`config.mk`:
```
export PLATFORM = sky130hd
export DESIGN_NAME = ftp_front
export DESIGN_NICKNAME = d
export VERILOG_FILES = /design/src/hdl/ftp_pkg.sv /design/src/hdl/ftp_front.sv
export SDC_FILE = /design/constraint.sdc
export NUM_CORES = 1
export LEC_CHECK = 0
export BUFFER_PORTS_ARGS = -buffer_cell sky130_fd_sc_hd__buf_2
export CAP_MARGIN = 10
export CORE_MARGIN = 3
export CORE_UTILIZATION = 30
export CTS_BUF_LIST = sky130_fd_sc_hd__clkbuf_4 sky130_fd_sc_hd__clkbuf_8 sky130_fd_sc_hd__clkbuf_16
export CTS_CLUSTER_DIAMETER = 80
export DETAILED_ROUTE_END_ITERATION = 8
export SLEW_MARGIN = 40
export SYNTH_ARGS = -nofsm -noshare
export SYNTH_HDL_FRONTEND = slang
export SYNTH_SLANG_ARGS = --single-unit
```
`constraint.sdc`:
```
create_clock -name clk -period 4.2 [get_ports clk]
set_input_delay 0.21 -clock clk [delete_from_list [all_inputs] [get_ports clk]]
set_output_delay 0.21 -clock clk [all_outputs]
set_load 0.02 [all_outputs]
```
`src/hdl/ftp_pkg.sv`:
```
// shared types, constants and helpers for the frame timing profiler
package ftp_pkg;

  typedef enum logic [2:0] {
    EV_BEGIN   = 3'd0,
    EV_END     = 3'd1,
    EV_PRESENT = 3'd2,
    EV_API     = 3'd3,
    EV_TEXTURE = 3'd4
  } ev_t;

  typedef struct packed {
    ev_t         ev;
    logic [1:0]  metric;
    logic [63:0] data;
  } item_t;

  localparam logic [1:0] RK_FRAME  = 2'd0;
  localparam logic [1:0] RK_WINDOW = 2'd1;
  localparam logic [1:0] RK_MARKER = 2'd2;

  localparam logic       CFG_RUN_SECONDS = 1'b0;
  localparam logic       CFG_SKIP_FRAMES = 1'b1;

  localparam logic [63:0] WINDOW_NS     = 64'd5000000000;
  localparam logic [29:0] SECOND_NS     = 30'd1000000000;
  localparam logic [15:0] WARMUP_RESET  = 16'd120;
  localparam int          REC_CAP_DEFAULT = 8192;
  localparam int          QUEUE_DEPTH   = 4;

  function automatic logic [63:0] sat_add(input logic [63:0] a, input logic [63:0] b);
    logic [64:0] s;
    s = {1'b0, a} + {1'b0, b};
    return s[64] ? 64'hFFFF_FFFF_FFFF_FFFF : s[63:0];
  endfunction

endpackage

```
`src/hdl/ftp_front.sv`:
```
// front end: takes event transfers, drops unknown types, queues the rest
module ftp_front (
  input  logic               clk,
  input  logic               rst,
  input  logic               in_valid,
  output logic               in_stall,
  input  logic [2:0]         req_type,
  input  logic [63:0]        timestamp,
  input  logic [1:0]         api_metric,
  input  logic [63:0]        duration,
  output logic               q_valid,
  output ftp_pkg::item_t     q_item,
  input  logic               q_pop
);

  localparam int AW = $clog2(ftp_pkg::QUEUE_DEPTH);

  ftp_pkg::item_t  queue [ftp_pkg::QUEUE_DEPTH];
  logic [AW-1:0]   wr_ptr;
  logic [AW-1:0]   rd_ptr;
  logic [AW:0]     fill;
  logic            known;
  logic            push;
  logic            pop;
  ftp_pkg::item_t  new_item;

  assign in_stall = (fill == (AW+1)'(ftp_pkg::QUEUE_DEPTH));
  assign known    = (req_type <= 3'd4);
  assign push     = in_valid && !in_stall && known;
  assign pop      = q_pop && q_valid;
  assign q_valid  = (fill != '0);
  assign q_item   = queue[rd_ptr];

  always_comb begin
    new_item.ev     = ftp_pkg::ev_t'(req_type);
    new_item.metric = api_metric;
    // durations and timestamps never matter for the same event
    new_item.data   = (req_type == ftp_pkg::EV_API || req_type == ftp_pkg::EV_TEXTURE) ?
                      duration : timestamp;
  end

  always_ff @(posedge clk) begin
    if (push) begin
      queue[wr_ptr] <= new_item;
    end
  end

  always_ff @(posedge clk) begin
    if (rst) begin
      wr_ptr <= '0;
      rd_ptr <= '0;
      fill   <= '0;
    end else begin
      if (push) wr_ptr <= wr_ptr + 1'b1;
      if (pop) rd_ptr <= rd_ptr + 1'b1;
      fill <= fill + (AW+1)'(push) - (AW+1)'(pop);
    end
  end

endmodule

```
==> flow_summary.ini, run 1 <==
[logic_synthesis]
synth_edf_count = 276
syn_avg_cell_area_um2 = 23.21
synth-xor-area-share_pct = 0.3118
ys_ff_latch = 285
synth_warnings = 0
ys_dominant_reg_cell = edfxtp_1
synthCells = 484
netlist_area_um2 = 11240
yosys-mux-area-fraction_pct = 20.47
syn_nets = 628
synth_cell_types = 26
yosys.area_share.simple_pct = 0.9800
synth-compound-area-share_pct = 0.3786
synthAdderAreaFrac_pct = 0.8463
synth_top_family_by_area = multiplexers
ys_seq_area_share_pct = 75.37
ys_async_sr_fraction_pct = 0

[worst_setup_path]
reg2reg_depth = 10
worst_setup_path_start_kind = register
worst_path_max_delay_cell = dfxtp_4
reg2reg_slack_ns = 1.82
rr_endpoint = fill[2]$_SDFF_PP0_
crit_arrival_ns = 2.50
required_ns = 3.99
r2r_start = fill[2]$_SDFF_PP0_
cpPeakStageDelay_ns = 0.76
cpLargestDelayFamily = flip-flops
endpoint_kind = output pin
crit_chain = buf_12, mux4_2, buf_2
crit_buf_inv = 2
crit_type = reg2out
path_max_fanout = 40

[placed_design]
routabilityCongestion = 0.6758
hpwl_mm = 15.09
portBuffers = 207
placed_area_um2 = 12930
post-place-ws_ns = 1.759

[pwr]
power_frac_seq_pct = 44.2
switchingPower_w = 0.002144
switching_share_pct = 27.26
leakage_nw = 4.884
p_per_area_nw_per_um2 = 552.4
clockPowerShare_pct = 32.8
combPwrFrac_pct = 23.0
vdd_drop_max_mv = 0.2613
p_int_w = 0.005720

[cells_and_area]
finalInstanceArea_um2 = 14240
finish.net_count = 892
seq_area_um2 = 8476
multi_input_area_um2 = 2592
layout_common_cells = edfxtp_1 (276), buf_2 (207), mux4_2 (69)
diodes = 0
drive_gt1_share_pct = 53.96
final_common_cell = edfxtp_1
nFillCells = 3344
area_delta_synth_final_pct = 26.70

[routing]
drc_errors = 0
via_per_inst = 4.488
ant_nets = 0
highest_layer = met4
wl_met1_mm = 9.654
wl_met2_mm = 11.46
drt_wl_total_mm = 22.79
drt_iter0_markers = 344
vias = 5561
wl_per_cell_um = 18.39
drt-pass1-iter-count = 4
wl_met3_mm = 1.247

[clock_tree]
htreeDepth = 1
clk_pin_slew_ns = 0.06
cts_buffers = 29
clkLatencyLatePin_ns = 0.54
cts_buffer_depth = 3
cts-root-buf = clkbuf_16
cts.sinks = 285
cts_tree = yes

[sta]
worst_slew_pin_slew_ns = 0.6616
timing.setup.tns_ns = 0
min_period_ns = 2.709
hold_viol_final = 0
rsz0062_at_grt = false
fmax_mhz = 369.1
setup_viol = 0
maxSlewViolCount = 0
post-route-period-util_pct = 64.50
slew_headroom_pct = 55.89
worst_slack_ns = 1.491
skew_ns = 0.006306

[min_path]
worstHoldPathType = in2reg
hold_start = duration[15]
holdPathStages = 2
holdPathEnd = queue[3][15]$_DFFE_PP_

[global_route]
grt_antenna_before_repair = 0
first_global_vias = 5797
grt.overflow.total = 0
grt_pass1_wl_mm = 34.30
grt.total_usage_pct = 11.19
grt_max_degree = 41

[die]
initial_core_util_pct = 30.54
io_pins = 208
rows = 70
die_x_um = 199.5
die_y_um = 199.5
dieArea_um2 = 39810
design.core.area_um2 = 36790

[status]
outcome = finished clean

[job]
cap_violations = 0
==> per-layer routing <==
layer | vias up | GRT usage (%)
met3 | 35 | 2.242
li1 | 2558 | -
met2 | 145 | 19.13
met5 | - | 0
met4 | 0 | 2.766
met1 | 2823 | 14.78
==> synth_stat cells, drive strengths merged, types with 2 or more instances <==
library cell	count	area [um^2]
dfxtp	9	180.2
mux2	65	735.7
xnor2	3	26.28
nor2	6	22.52
nand2b	3	18.77
ha	6	75.07
mux4	69	1554
edfxtp	276	8288
clkbuf	6	22.52
buf	18	140.1
inv	6	22.52
nor2b	2	12.51
and2	4	25.02
==> worst max-delay path by stage <==
stage	start	end	slack (ns)	depth (start not counted)
floorplan	fill[2]$_SDFF_PP0_	queue[0][0]$_DFFE_PP_	1.24	4
global placement	req_type[0]	queue[3][25]$_DFFE_PP_	1.80	5
detailed placement	req_type[0]	fill[2]$_SDFF_PP0_	1.76	11
CTS	register	q_item[1]	1.33	3
global route	register	q_item[30]	1.25	3
finish	register	q_item[30]	1.49	3
==> worst register-to-register path: stages (launching register included) <==
cell	delay, ns
dfxtp_1	0.35
nor3b_2	0.17
and3b_1	0.39
inv_1	0.08
ha_1	0.28
inv_1	0.04
ha_1	0.19
fa_1	0.40
xnor2_1	0.19
xnor2_1	0.14
nor2_1	0.05
==> cell type report <==
class,count,share of cell area [%]
well taps,468,4.113
inverters,6,0.1582
flip-flops and latches,285,59.54
repair buffers,257,11.11
clock inverters,22,1.573
clock buffers,32,5.300
multi-input cells,169,18.21
==> through the flow <==
step | hold slack [ns] | instances | total power (W) | utilization (%)
after detailed placement | 0.4455 | 1152 | 0.005381 | 35.14
after global placement | 0.4330 | 1146 | 0.005340 | 34.82
after CTS | 0.0001085 | 1239 | 0.008023 | 38.70
after floorplan | 0.3089 | 484 | 0.004754 | -
after global routing | 0.002886 | 1239 | 0.008249 | 38.70
final | 0.02900 | 1239 | 0.007864 | 38.70
==> sequential cells by signal, indices dropped and copies added (netlist names), named ones only <==
register and count:
wr_ptr 2, queue 276, fill 3, rd_ptr 2
==> power by group through the flow <==
stage	combinational (W)	clock, W	sequential (W)
detailed placement	0.00183	0	0.00355
floorplan	0.00131	0	0.00345
global placement	0.00175	0	0.00359
global route	0.00195	0.00279	0.00351
CTS	0.00187	0.00267	0.00349
finish	0.00181	0.00258	0.00348
==> timing repair <==
| action | CTS | global route |
|---|---|---|
| gates resized for setup | 0 | 0 |
| endpoints found under the setup margin | 0 | 0 |
| setup buffers | 0 | 0 |
| endpoints found under the hold margin | 89 | 0 |
| hold buffers | 33 | 0 |
==> cell families (layout without fill, tap and decap cells) <==
group	after synthesis	after routing
AOI/OAI and AO/OA	4	4
xor gates and xnor gates	4	4
adders and majority gates	7	7
buffers and inverters	30	317
DFF	285	285
muxes	135	135
and+or+nand+nor	19	19
(Power assumes the default switching activity.)
==> run 2, diff against run 1 <==
- clock period: 4.2 -> 2.4 ns (I/O delays scaled with it)
==> run 2 against run 1 <==
Wire length is 4.5% higher; sequential power rose by 72%; register-to-register slack got worse by 1.6 ns; largest cell class unchanged.
==> flow_summary.ini, run 2 (synthesis gave the netlist of run 1 again) <==
[routing]
vias = 6016
drt_iter0_markers = 177
drc_errors = 0
wl_per_cell_um = 17.69
drt_wl_total_mm = 23.81
drt-pass1-iter-count = 4
ant_nets = 0
via_per_inst = 4.470

[cells_and_area]
largest_register_ffs = 276
drive_gt1_share_pct = 47.95
nFillCells = 3259
seq_area_um2 = 8476
area_delta_synth_final_pct = 36.79
multi_input_area_um2 = 2592
finish.net_count = 999
fin_util_pct = 41.78
diodes = 0
layout_common_cells = edfxtp_1 (276), buf_2 (207), dlygate4sd3_1 (134)
final_common_cell = edfxtp_1
reg_top3 = queue (276), fill (3)
regMostFlops = queue

[die]
die_y_um = 199.5
initial_core_util_pct = 30.54
rows = 70
dieArea_um2 = 39810
io_pins = 208
design.core.area_um2 = 36790
die_x_um = 199.5

[worst_setup_path]
crit_arrival_ns = 2.64
cp_common_cell = dlygate4sd3_1
cpPeakStageDelay_ns = 0.62
path_max_fanout = 32
crit_chain = dlygate4sd3_1, buf_2, nand2b_1, o22ai_4, buf_4, mux2_2, dlygate4sd3_1
required_ns = 2.67
crit_type = in2reg
worst_setup_path_start_kind = input pin
worst_path_max_delay_cell = dlygate4sd3_1
endpoint_kind = register

[global_route]
grt.overflow.total = 0
grt_pass1_wl_mm = 35.98
grt.total_usage_pct = 11.71
first_global_vias = 6334
grt_max_degree = 38
grt_antenna_before_repair = 0

[clock_tree]
htreeDepth = 1
cts_buffer_depth = 3
cts-root-buf = clkbuf_16
cts.sinks = 285
clk_pin_slew_ns = 0.06
cts_buffers = 30
cts_tree = yes
clkLatencyLatePin_ns = 0.55

[pwr]
p_per_area_nw_per_um2 = 919.3
leakage_nw = 5.369
vdd_drop_max_mv = 0.5261

[sta]
slew_headroom_pct = 69.19
post-route-period-util_pct = 98.89
setup_viol = 0
rsz0062_at_grt = true
worst_slew_pin_slew_ns = 0.4621
hold_viol_final = 0
fmax_mhz = 421.4
min_period_ns = 2.373
maxSlewViolCount = 0
hold_ws_ns = 0.02166
skew_ns = 0.01361

[min_path]
worstHoldPathType = in2reg

[placed_design]
portBuffers = 207
routabilityCongestion = 0.6590
hpwl_mm = 14.04

[job]
cap_violations = 0

[status]
outcome = finished clean
run 2: changes by cell type in the layout (fill, tap and decap cells not counted):
cell | before | now
buf_12 | 7 | 11
buf_16 | 0 | 1
bufinv_16 | 4 | 3
clkbuf_16 | 29 | 31
clkbuf_4 | 2 | 7
clkbuf_8 | 1 | 0
clkinv_1 | 4 | 5
clkinv_2 | 8 | 6
clkinvlp_4 | 3 | 0
dlygate4sd3_1 | 33 | 134
run 2: final timing paths:
kind	startpoint	endpoint	slack [ns]	depth (start not counted)
worst max-delay path	req_type[1]	queue[3][1]$_DFFE_PP_	0.03	7
worst min-delay path	q_pop	rd_ptr[1]$_SDFFE_PP0P_	0.02	4
worst max register to register	fill[2]$_SDFF_PP0_	fill[2]$_SDFF_PP0_	0.22	10
worst min register to register	wr_ptr[1]$_SDFFE_PP0P_	wr_ptr[1]$_SDFFE_PP0P_	0.51	2
run 2: stage by stage:
stage | power [W] | instances | worst slack (ns) | setup TNS [ns] | area (um^2)
5_1_grt | 0.01483 | 1346 | -0.03449 | -0.7193 | 15370
2_1_floorplan | 0.008309 | 484 | 0.06520 | 0 | 11240
3_5_place_dp | 0.009470 | 1150 | 0.2088 | 0 | 12970
6_report | 0.01413 | 1346 | 0.02671 | 0 | 15370
4_1_cts | 0.01432 | 1339 | 0.00007261 | 0 | 15320
3_3_place_gp | 0.009439 | 1150 | 0.2605 | 0 | 12970
run 2: worst max-delay path, delay by kind of cell:
kind | cells | cell delay (ns)
AO/OA/AOI/OAI | 1 | 0.17
buffers and inverters | 4 | 1.72
multiplexers | 1 | 0.41
AND/OR/NAND/NOR | 1 | 0.18
run 2: area by class of cell:
| class | count | area share (%) |
|---|---|---|
| timing repair buffer | 363 | 17.57 |
| clock buffer | 38 | 5.389 |
| multi-input combinational | 169 | 16.87 |
| inverter | 6 | 0.1465 |
| sequential | 285 | 55.15 |
| clock inverter | 17 | 1.075 |
| tap | 468 | 3.810 |
run 2: what timing repair did:
item	CTS	global route
gates resized for setup	1	0
hold buffers	134	0
endpoints found under the setup margin	1	111
hold endpoints to repair	285	0
setup buffers	0	7
run 2: layer usage:
metal  routed length [um]  track usage [%]
met5                    0                0
met2                12100            20.27
met3                 1345            2.597
met4                  446            3.231
met1                 9919            14.91
run 2: report_power, final:
part	internal, W	leakage, nW	switching (W)
combinational	0.00171	2.28	0.00185
sequential	0.00585	2.58	0.000143
clock	0.00276	0.501	0.00181
